==> src/sv/matrix_multiply_mod_top_defines.svh <==
// Assertion macros shared by the matrix multiply RTL.
// No dependencies; include by bare file name.
`ifndef MATRIX_MULTIPLY_MOD_TOP_DEFINES_SVH
`define MATRIX_MULTIPLY_MOD_TOP_DEFINES_SVH

// Same-cycle implication, checked outside reset.
`define MMM_ASSERT_NOW(label, clk, rst_n, ante, cons, msg) \
	label: assert property (@(posedge clk) disable iff (!rst_n) (ante) |-> (cons)) \
		else $error(msg);

// Next-cycle implication, checked outside reset.
`define MMM_ASSERT_NEXT(label, clk, rst_n, ante, cons, msg) \
	label: assert property (@(posedge clk) disable iff (!rst_n) (ante) |=> (cons)) \
		else $error(msg);

`endif

==> src/sv/mmm_pkg.sv <==
// Shared types, constants and helpers for the modular matrix multiplier.
// No dependencies.
package mmm_pkg;

	localparam int MAX_DIM     = 8;
	localparam int VALUE_WIDTH = 63;
	localparam int CELLS       = MAX_DIM * MAX_DIM;
	localparam int ADDR_W      = $clog2(CELLS);
	localparam int IDX_W       = $clog2(MAX_DIM);
	localparam int DIM_W       = 4;
	localparam int CNT_W       = ADDR_W + 1;
	localparam int STEP_W      = $clog2(VALUE_WIDTH);
	localparam int PADDR_W     = 5;
	localparam int PDATA_W     = 64;

	typedef logic [VALUE_WIDTH-1:0] value_t;
	typedef logic [ADDR_W-1:0]      addr_t;
	typedef logic [IDX_W-1:0]       idx_t;
	typedef logic [DIM_W-1:0]       dim_t;

	typedef enum logic [1:0] {
		REG_MODULUS = 2'd0,
		REG_ROWS    = 2'd1,
		REG_INNER   = 2'd2,
		REG_COLS    = 2'd3
	} reg_idx_t;

	typedef enum logic [2:0] {
		S_LOAD,
		S_READ,
		S_RED_GO,
		S_RED_WAIT,
		S_MUL_WAIT,
		S_ACC,
		S_EMIT
	} seq_state_t;

	typedef struct packed {
		logic   start;
		value_t x;
		value_t y;
	} mul_req_t;

	typedef struct packed {
		logic   done;
		value_t value;
	} mul_rsp_t;

	// (a + b) mod m for a, b < m
	function automatic value_t add_mod(value_t a, value_t b, value_t m);
		logic [VALUE_WIDTH:0] s;
		s = {1'b0, a} + {1'b0, b};
		if (s >= {1'b0, m}) begin
			s = s - {1'b0, m};
		end
		return s[VALUE_WIDTH-1:0];
	endfunction

	// 0 counts as 1, above MAX_DIM counts as MAX_DIM
	function automatic dim_t dim_of(dim_t v);
		if (v == '0) begin
			return dim_t'(1);
		end else if (v > dim_t'(MAX_DIM)) begin
			return dim_t'(MAX_DIM);
		end
		return v;
	endfunction

endpackage

==> src/sv/mmm_mulmod.sv <==
// Bit-serial modular multiplier: x * y mod m, x < m, y any value.
// Each bit of y takes a double step, then a conditional add step. Depends on mmm_pkg.
module mmm_mulmod (
	input  logic              clk,
	input  logic              arst_n,
	input  mmm_pkg::mul_req_t req,
	input  mmm_pkg::value_t   modulus,
	output mmm_pkg::mul_rsp_t rsp
);
	import mmm_pkg::*;

	logic              run_q;
	logic              phase_q;
	logic              done_q;
	logic [STEP_W-1:0] cnt_q;
	value_t            r_q;
	value_t            x_q;
	value_t            y_q;

	always_ff @(posedge clk or negedge arst_n) begin
		if (!arst_n) begin
			run_q   <= 1'b0;
			phase_q <= 1'b0;
			done_q  <= 1'b0;
			cnt_q   <= '0;
		end else begin
			done_q <= 1'b0;
			if (req.start) begin
				run_q   <= 1'b1;
				phase_q <= 1'b0;
				cnt_q   <= STEP_W'(VALUE_WIDTH - 1);
			end else if (run_q) begin
				phase_q <= !phase_q;
				if (phase_q) begin
					if (cnt_q == '0) begin
						run_q  <= 1'b0;
						done_q <= 1'b1;
					end else begin
						cnt_q <= cnt_q - STEP_W'(1);
					end
				end
			end
		end
	end

	always_ff @(posedge clk) begin
		if (req.start) begin
			r_q <= '0;
			x_q <= req.x;
			y_q <= req.y;
		end else if (run_q) begin
			if (!phase_q) begin
				r_q <= add_mod(r_q, r_q, modulus);
			end else begin
				if (y_q[VALUE_WIDTH-1]) begin
					r_q <= add_mod(r_q, x_q, modulus);
				end
				y_q <= {y_q[VALUE_WIDTH-2:0], 1'b0};
			end
		end
	end

	assign rsp.done  = done_q;
	assign rsp.value = r_q;

endmodule

==> config.mk <==
export PLATFORM = sky130hd
export DESIGN_NAME = mmm_mulmod
export DESIGN_NICKNAME = d
export VERILOG_FILES = /design/src/sv/matrix_multiply_mod_top_defines.svh /design/src/sv/mmm_pkg.sv /design/src/sv/mmm_mulmod.sv
export SDC_FILE = /design/constraint.sdc
export NUM_CORES = 1
export LEC_CHECK = 0
export BUFFER_PORTS_ARGS = -buffer_cell sky130_fd_sc_hd__buf_2
export CAP_MARGIN = 15
export CORE_MARGIN = 4
export CORE_UTILIZATION = 55
export CTS_CLUSTER_DIAMETER = 100
export DETAILED_ROUTE_END_ITERATION = 8
export PLACE_DENSITY = 0.83
export RECOVER_POWER = 50
export SLEW_MARGIN = 10
export SYNTH_ARGS = -nofsm -noshare
export SYNTH_HDL_FRONTEND = slang
export SYNTH_SLANG_ARGS = --single-unit
==> constraint.sdc <==
create_clock -name clk -period 9.5 [get_ports clk]
set_clock_uncertainty 0.1 [all_clocks]
set_input_delay 1.9 -clock clk [delete_from_list [all_inputs] [get_ports clk]]
set_output_delay 1.9 -clock clk [all_outputs]
set_load 0.005 [all_outputs]
# [Word level (Yosys, flattened, before mapping)]
# Cells that the tools add are included.
[totals] reg_bits=198 word_cells=44 out_inout_bits=64
[op_classes] n_lt_le_gt_ge=2 n_mux=21 n_addsub=5 n_reduce_logical=7 n_eq_ne=2
[op_table] op="$mux W63" n=7
[op_table] op="$add A63 B63 Y64" n=2
[op_table] op="$ge A64 B63 Y1" n=2
[op_table] op="$sub A63 B63 Y63" n=2
[op_table] op="$mux W6" n=4
[op_table] op="$mux W1" n=10
[op_table] op="$logic_not A6 Y1" n=1
[op_table] op="$sub A6 B1 Y6 const B" n=1
[op_table] op="$reduce_and A2 Y1" n=2
[op_table] op="$reduce_bool A2 Y1" n=2
[op_table] op="$reduce_and A3 Y1" n=1
[op_table] op="$ne A2 B1 Y1 const B" n=1
[op_table] op="$ne A2 B2 Y1 const B" n=1
[op_table] op="$logic_not A1 Y1" n=1

# [Logic depth before layout (Yosys ltp)]
[depth] ltp_word=5 ltp_mapped=25

# [Worst setup path after synthesis]
# No wires, ideal clock.
[synth_path] path_type="register to register" from="register r_q[0]" to="register r_q[38]" t_arrival_ns=4.965 path_buffers=2 stages_incl_launch_ff=23 path_slack_ns=4.317 setup_ns=0.117 t_required_ns=9.283 path_cell_list="dfxtp_1 ha_1 fa_1 a211oi_1 o21ai_0 or3b_1 a31oi_1 nor3_1 a211oi_1 a21boi_0 xnor2_1 ha_1 clkbuf_1 nand4_1 or4_1 a31oi_1 o21bai_1 a21boi_2 or2_1 buf_2 nand2_2 o22a_1 a32o_1"
[synth_via] elab_chain_cells=5
[synth_lines] item="start: declaration" line_no="mmm_mulmod.sv:16" rtl="value_t r_q;"
[synth_lines] item="start signal: assignment" line_no="mmm_mulmod.sv:53" rtl="r_q <= add_mod(r_q, r_q, modulus);"
[synth_lines] item="start signal: assignment" line_no="mmm_mulmod.sv:56" rtl="r_q <= add_mod(r_q, x_q, modulus);"
[synth_lines] item="$add A63 B63 Y64" line_no="mmm_pkg.sv:52" rtl="s = {1'b0, a} + {1'b0, b};"
[synth_lines] item="$sub A63 B63 Y63 or $ge A64 B63 Y1 (tied branches)" line_no="mmm_pkg.sv:54, mmm_pkg.sv:53"
[synth_lines] item="$mux W63" line_no="mmm_pkg.sv:53" rtl="if (s >= {1'b0, m}) begin"
[synth_lines] item="$mux W63" line_no="mmm_mulmod.sv:55" rtl="if (y_q[VALUE_WIDTH-1]) begin"
[synth_lines] item="$mux W63 *" line_no="mmm_mulmod.sv:52" rtl="if (!phase_q) begin"
# Every way passes the cells marked *; elsewhere a longest branch is shown, timed or not. The select of a mux whose other input is x is not followed.
# A chain may end at the register's enable or synchronous reset.

# [Final worst setup path]
[layout_path] from="register x_q[0]" to="register r_q[1]"
[layout_via] elab_chain_cells=5
[layout_lines] item="start: declaration" line_no="mmm_mulmod.sv:17" rtl="value_t x_q;"
[layout_lines] item="start signal: assignment" line_no="mmm_mulmod.sv:49" rtl="x_q <= req.x;"
[layout_lines] item="$add A63 B63 Y64 *" line_no="mmm_pkg.sv:52"
[layout_lines] item="$sub A63 B63 Y63 or $ge A64 B63 Y1 (tied branches)" line_no="mmm_pkg.sv:54, mmm_pkg.sv:53"
[layout_lines] item="$mux W63 *" line_no="mmm_pkg.sv:53"
[layout_lines] item="$mux W63 *" line_no="mmm_mulmod.sv:55"
[layout_lines] item="$mux W63 *" line_no="mmm_mulmod.sv:52"
# Marks and branches as above.

==> run_results.csv <==
group,metric,value,unit
floorplan,start_util,0.5593,
yosys,synth_area,20520,um2
floorplan,die_w,201.2,um
drt,ant_nets,0,
final_layout,layoutNonFillerInstCount,3155,
floorplan,ios,256,
clocking,cts_resized,0,
timing,hold_viol,0,
yosys,synth_nets,2893,
clocking,htreeDepth,4,
yosys,yosysTopAreaCell,"edfxtp_1",
timing,finalCritPeriodShare,0.7425,
setup_path,cp.required,9.73,ns
yosys,async_flop_share,0.04545,
clocking,cts_tree,"yes",
timing,max_freq,0.1418,GHz
yosys,yosysTopAreaCellShare,0.1844,
setup_path,reg2regPathDepth,22,
clocking,cts.reportedPaths.clkPinSlew,0.08,ns
yosys,synth_cell_types,99,
setup_path,reg2reg_slack,2.45,ns
clocking,hold_buffers,0,
status,status,"finished with violations",
global_route,grt_pass1_vias,19850,
power,p_leak,0.009593,uW
final_layout,n_antenna_cell,0,
timing,final.min_clock_period,7.054,ns
placement,dp_cells,3123,
timing,worst_pin_slew,3.985,ns
yosys,syn_avg_cell_area,8.183,um2
global_route,grt-ovfl-total,0,
drt,drcViolationCount,0,
global_route,antenna_found_initial,1,
floorplan,die_h,201.2,um
global_route,grt.total_usage,0.3699,
floorplan,fp.dieArea,40470,um2
yosys,synth_most_common_cell,"nand2_1",
floorplan,rows,70,
drt,drt_first_pass_iters,6,
yosys,ys_seq_elements,198,
yosys,netlist_top_cells_count,"nand2_1, a21oi_1, ha_1, o21ai_0, nor2_1",
timing,final.setup.tns,0,ns
clocking,clkSinkCount,198,
placement,dp_hpwl,63.59,mm
timing,relSlewSlack,-1.657,
global_route,grt_pass1_wl,117.8,mm
clocking,numCtsBuffers,17,
drt,via_count,21600,
global_route,grt_max_degree,93,
yosys,synth_area_leaders,"edfxtp_1, ha_1, dfxtp_1",
timing,drv_slew,171,
setup_path,critPathLaunch,"x_q[0]",
min_path,hold_class,"reg -> reg",
yosys,netlist_instances,2508,
setup_path,r2r_end,"r_q[1]",
setup_path,critPathMaxFanout,38,
drt,drt_iter0_markers,2919,
timing,rsz0062_at_grt,"no",
clocking,clock_path_buffers,2,
final_layout,final_core_util,0.6130,
power,power_density,393.9,nW/um2
run,max_cap_viol_count,3,
final_layout,multi_input_area,14280,um2
setup_path,critPathCaptureType,"flip-flop",
setup_path,r2r_start,"x_q[0]",
final_layout,nNetsFinal,3059,
drt,wirelength,79.35,mm
final_layout,final-seq-area,5270,um2
floorplan,core,36700,um2
status,violations,"capacitance limit, slew limit",
final_layout,nFillCells,3314,
clocking,cts_setup_buffers,0,
min_path,min_to,"cnt_q[5]",
min_path,whs_path_depth,2,
timing,setup_viol,0,
global_route,grt_util_met3,0.1352,
power,ir_worst_vdd,0.1839,mV
yosys,synth_top_flop_cell,"edfxtp_1",
setup_path,critPathArrivalTime,7.28,ns
placement,gp_congestion,1.046,
global_route,busiest_layer,"met1",
final_layout,drive_above_1_share,0.1459,
final_layout,area_growth,9.614,%
drt,post_drt_wl_per_cell,25.15,um
global_route,use_met1,0.5444,
global_route,met2_usage,0.5113,
setup_path,critPathKind,"reg -> reg",
clocking,root_buffer,"clkbuf_16",
min_path,holdCritStartpoint,"cnt_q[5]",
yosys,yosys_warnings,0,
clocking,clk_latency,0.46,ns
yosys,yosysSeqAreaShare,0.2568,
yosys,synth-edff-count,126,
placement,io_buffers,255,
setup_path,cp-start-kind,"flip-flop",
drt,routed_via_density,6.848,
[critical path: stages (launching register included)]
cell,delay [ns]
edfxtp_1,0.39
ha_1,0.26
fa_1,0.43
a211oi_1,0.30
o21ai_0,0.17
or3b_1,0.30
a31oi_1,0.21
nor3b_1,0.59
nor3_1,0.17
o41ai_1,0.36
xnor2_1,0.29
ha_1,0.41
nand4_1,0.17
nor2_1,0.07
and3_1,0.20
a31oi_1,0.19
a21boi_0,0.24
o2111ai_2,0.26
nor2_4,0.80
buf_4,0.46
mux2_2,0.38
nand2_1,0.06
a31oi_1,0.09
[state kept, by name, summed over array words and instances, names as in the netlist]
name and count:
x_q 63, y_q 63, phase_q 1, cnt_q 6, done_q 1, r_q 63, run_q 1
[power breakdown]
| group | leakage [uW] | switching, uW | internal [uW] |
|---|---|---|---|
| Sequential | 0.00187 | 339 | 1090 |
| Combinational | 0.00745 | 4270 | 2420 |
| Clock | 0.000275 | 391 | 351 |
| Total | 0.00959 | 5000 | 3860 |
[routing by layer]
metal / part of all wire / wire (um)
met5: 0.00016 / 13
met4: 0.029 / 2296
met3: 0.16 / 12690
met2: 0.39 / 30980
met1: 0.42 / 33370
[cells in the final DEF, fill, tap and decap left out, types with 27 or more instances in the layout]
master    count
mux2_2       65
edfxtp_1    126
inv_1       119
buf_2       224
nand3_1      65
and3_1       32
ha_1        190
nor3_1       48
o211ai_1     65
o21bai_1     38
a211oi_1     39
nand2_1     271
dfxtp_1      63
xnor2_1     105
clkbuf_1     36
nand4_1      50
a21o_1       71
o21ai_0     159
nor2_1      152
a21oi_1     241
xor2_1       60
a31oi_1      27
[through the flow]
| stage | instance area [um2] | power [uW] | setup slack, ns | hold WS, ns |
|---|---|---|---|---|
| 3_5_place_dp | 21980 | 7770 | 2.621 | 0.4308 |
| 4_1_cts | 22550 | 8551 | 2.608 | 0.4530 |
| 6_report | 22500 | 8861 | 2.446 | 0.4493 |
| 2_1_floorplan | 20520 | 5977 | 4.317 | 0.3897 |
| 5_1_grt | 22500 | 9344 | 2.087 | 0.4731 |
| 3_3_place_gp | 21980 | 7715 | 2.773 | 0.4090 |
[layout make-up]
type                       count  area share
tap                          468     0.02603
multi-input combinational   2067      0.6349
inverter                     119     0.01986
clock inverter                13    0.005840
sequential                   198      0.2343
timing repair buffer         271     0.05984
clock buffer                  19     0.01924
[kinds of logic (layout without fill, tap and decap cells)]
logic type,Yosys count,after routing,synth area share
AOI/OAI and AO/OA,876,876,0.2889
xor gates and xnor gates,165,165,0.07041
adders and majority gates,193,193,0.1188
buffers and inverters,243,422,0.04792
DFF,198,198,0.2568
muxes,78,78,0.04207
and+or+nand+nor,755,755,0.1752
[how the worst max path moves through the flow]
stage	to	slack [ns]
global route	r_q[1]	2.09
finish	r_q[1]	2.45
floorplan	r_q[38]	4.32
global placement	r_q[1]	2.77
CTS	r_q[1]	2.61
detailed placement	r_q[1]	2.62
No activity file was read; power rests on OpenSTA's default activity.
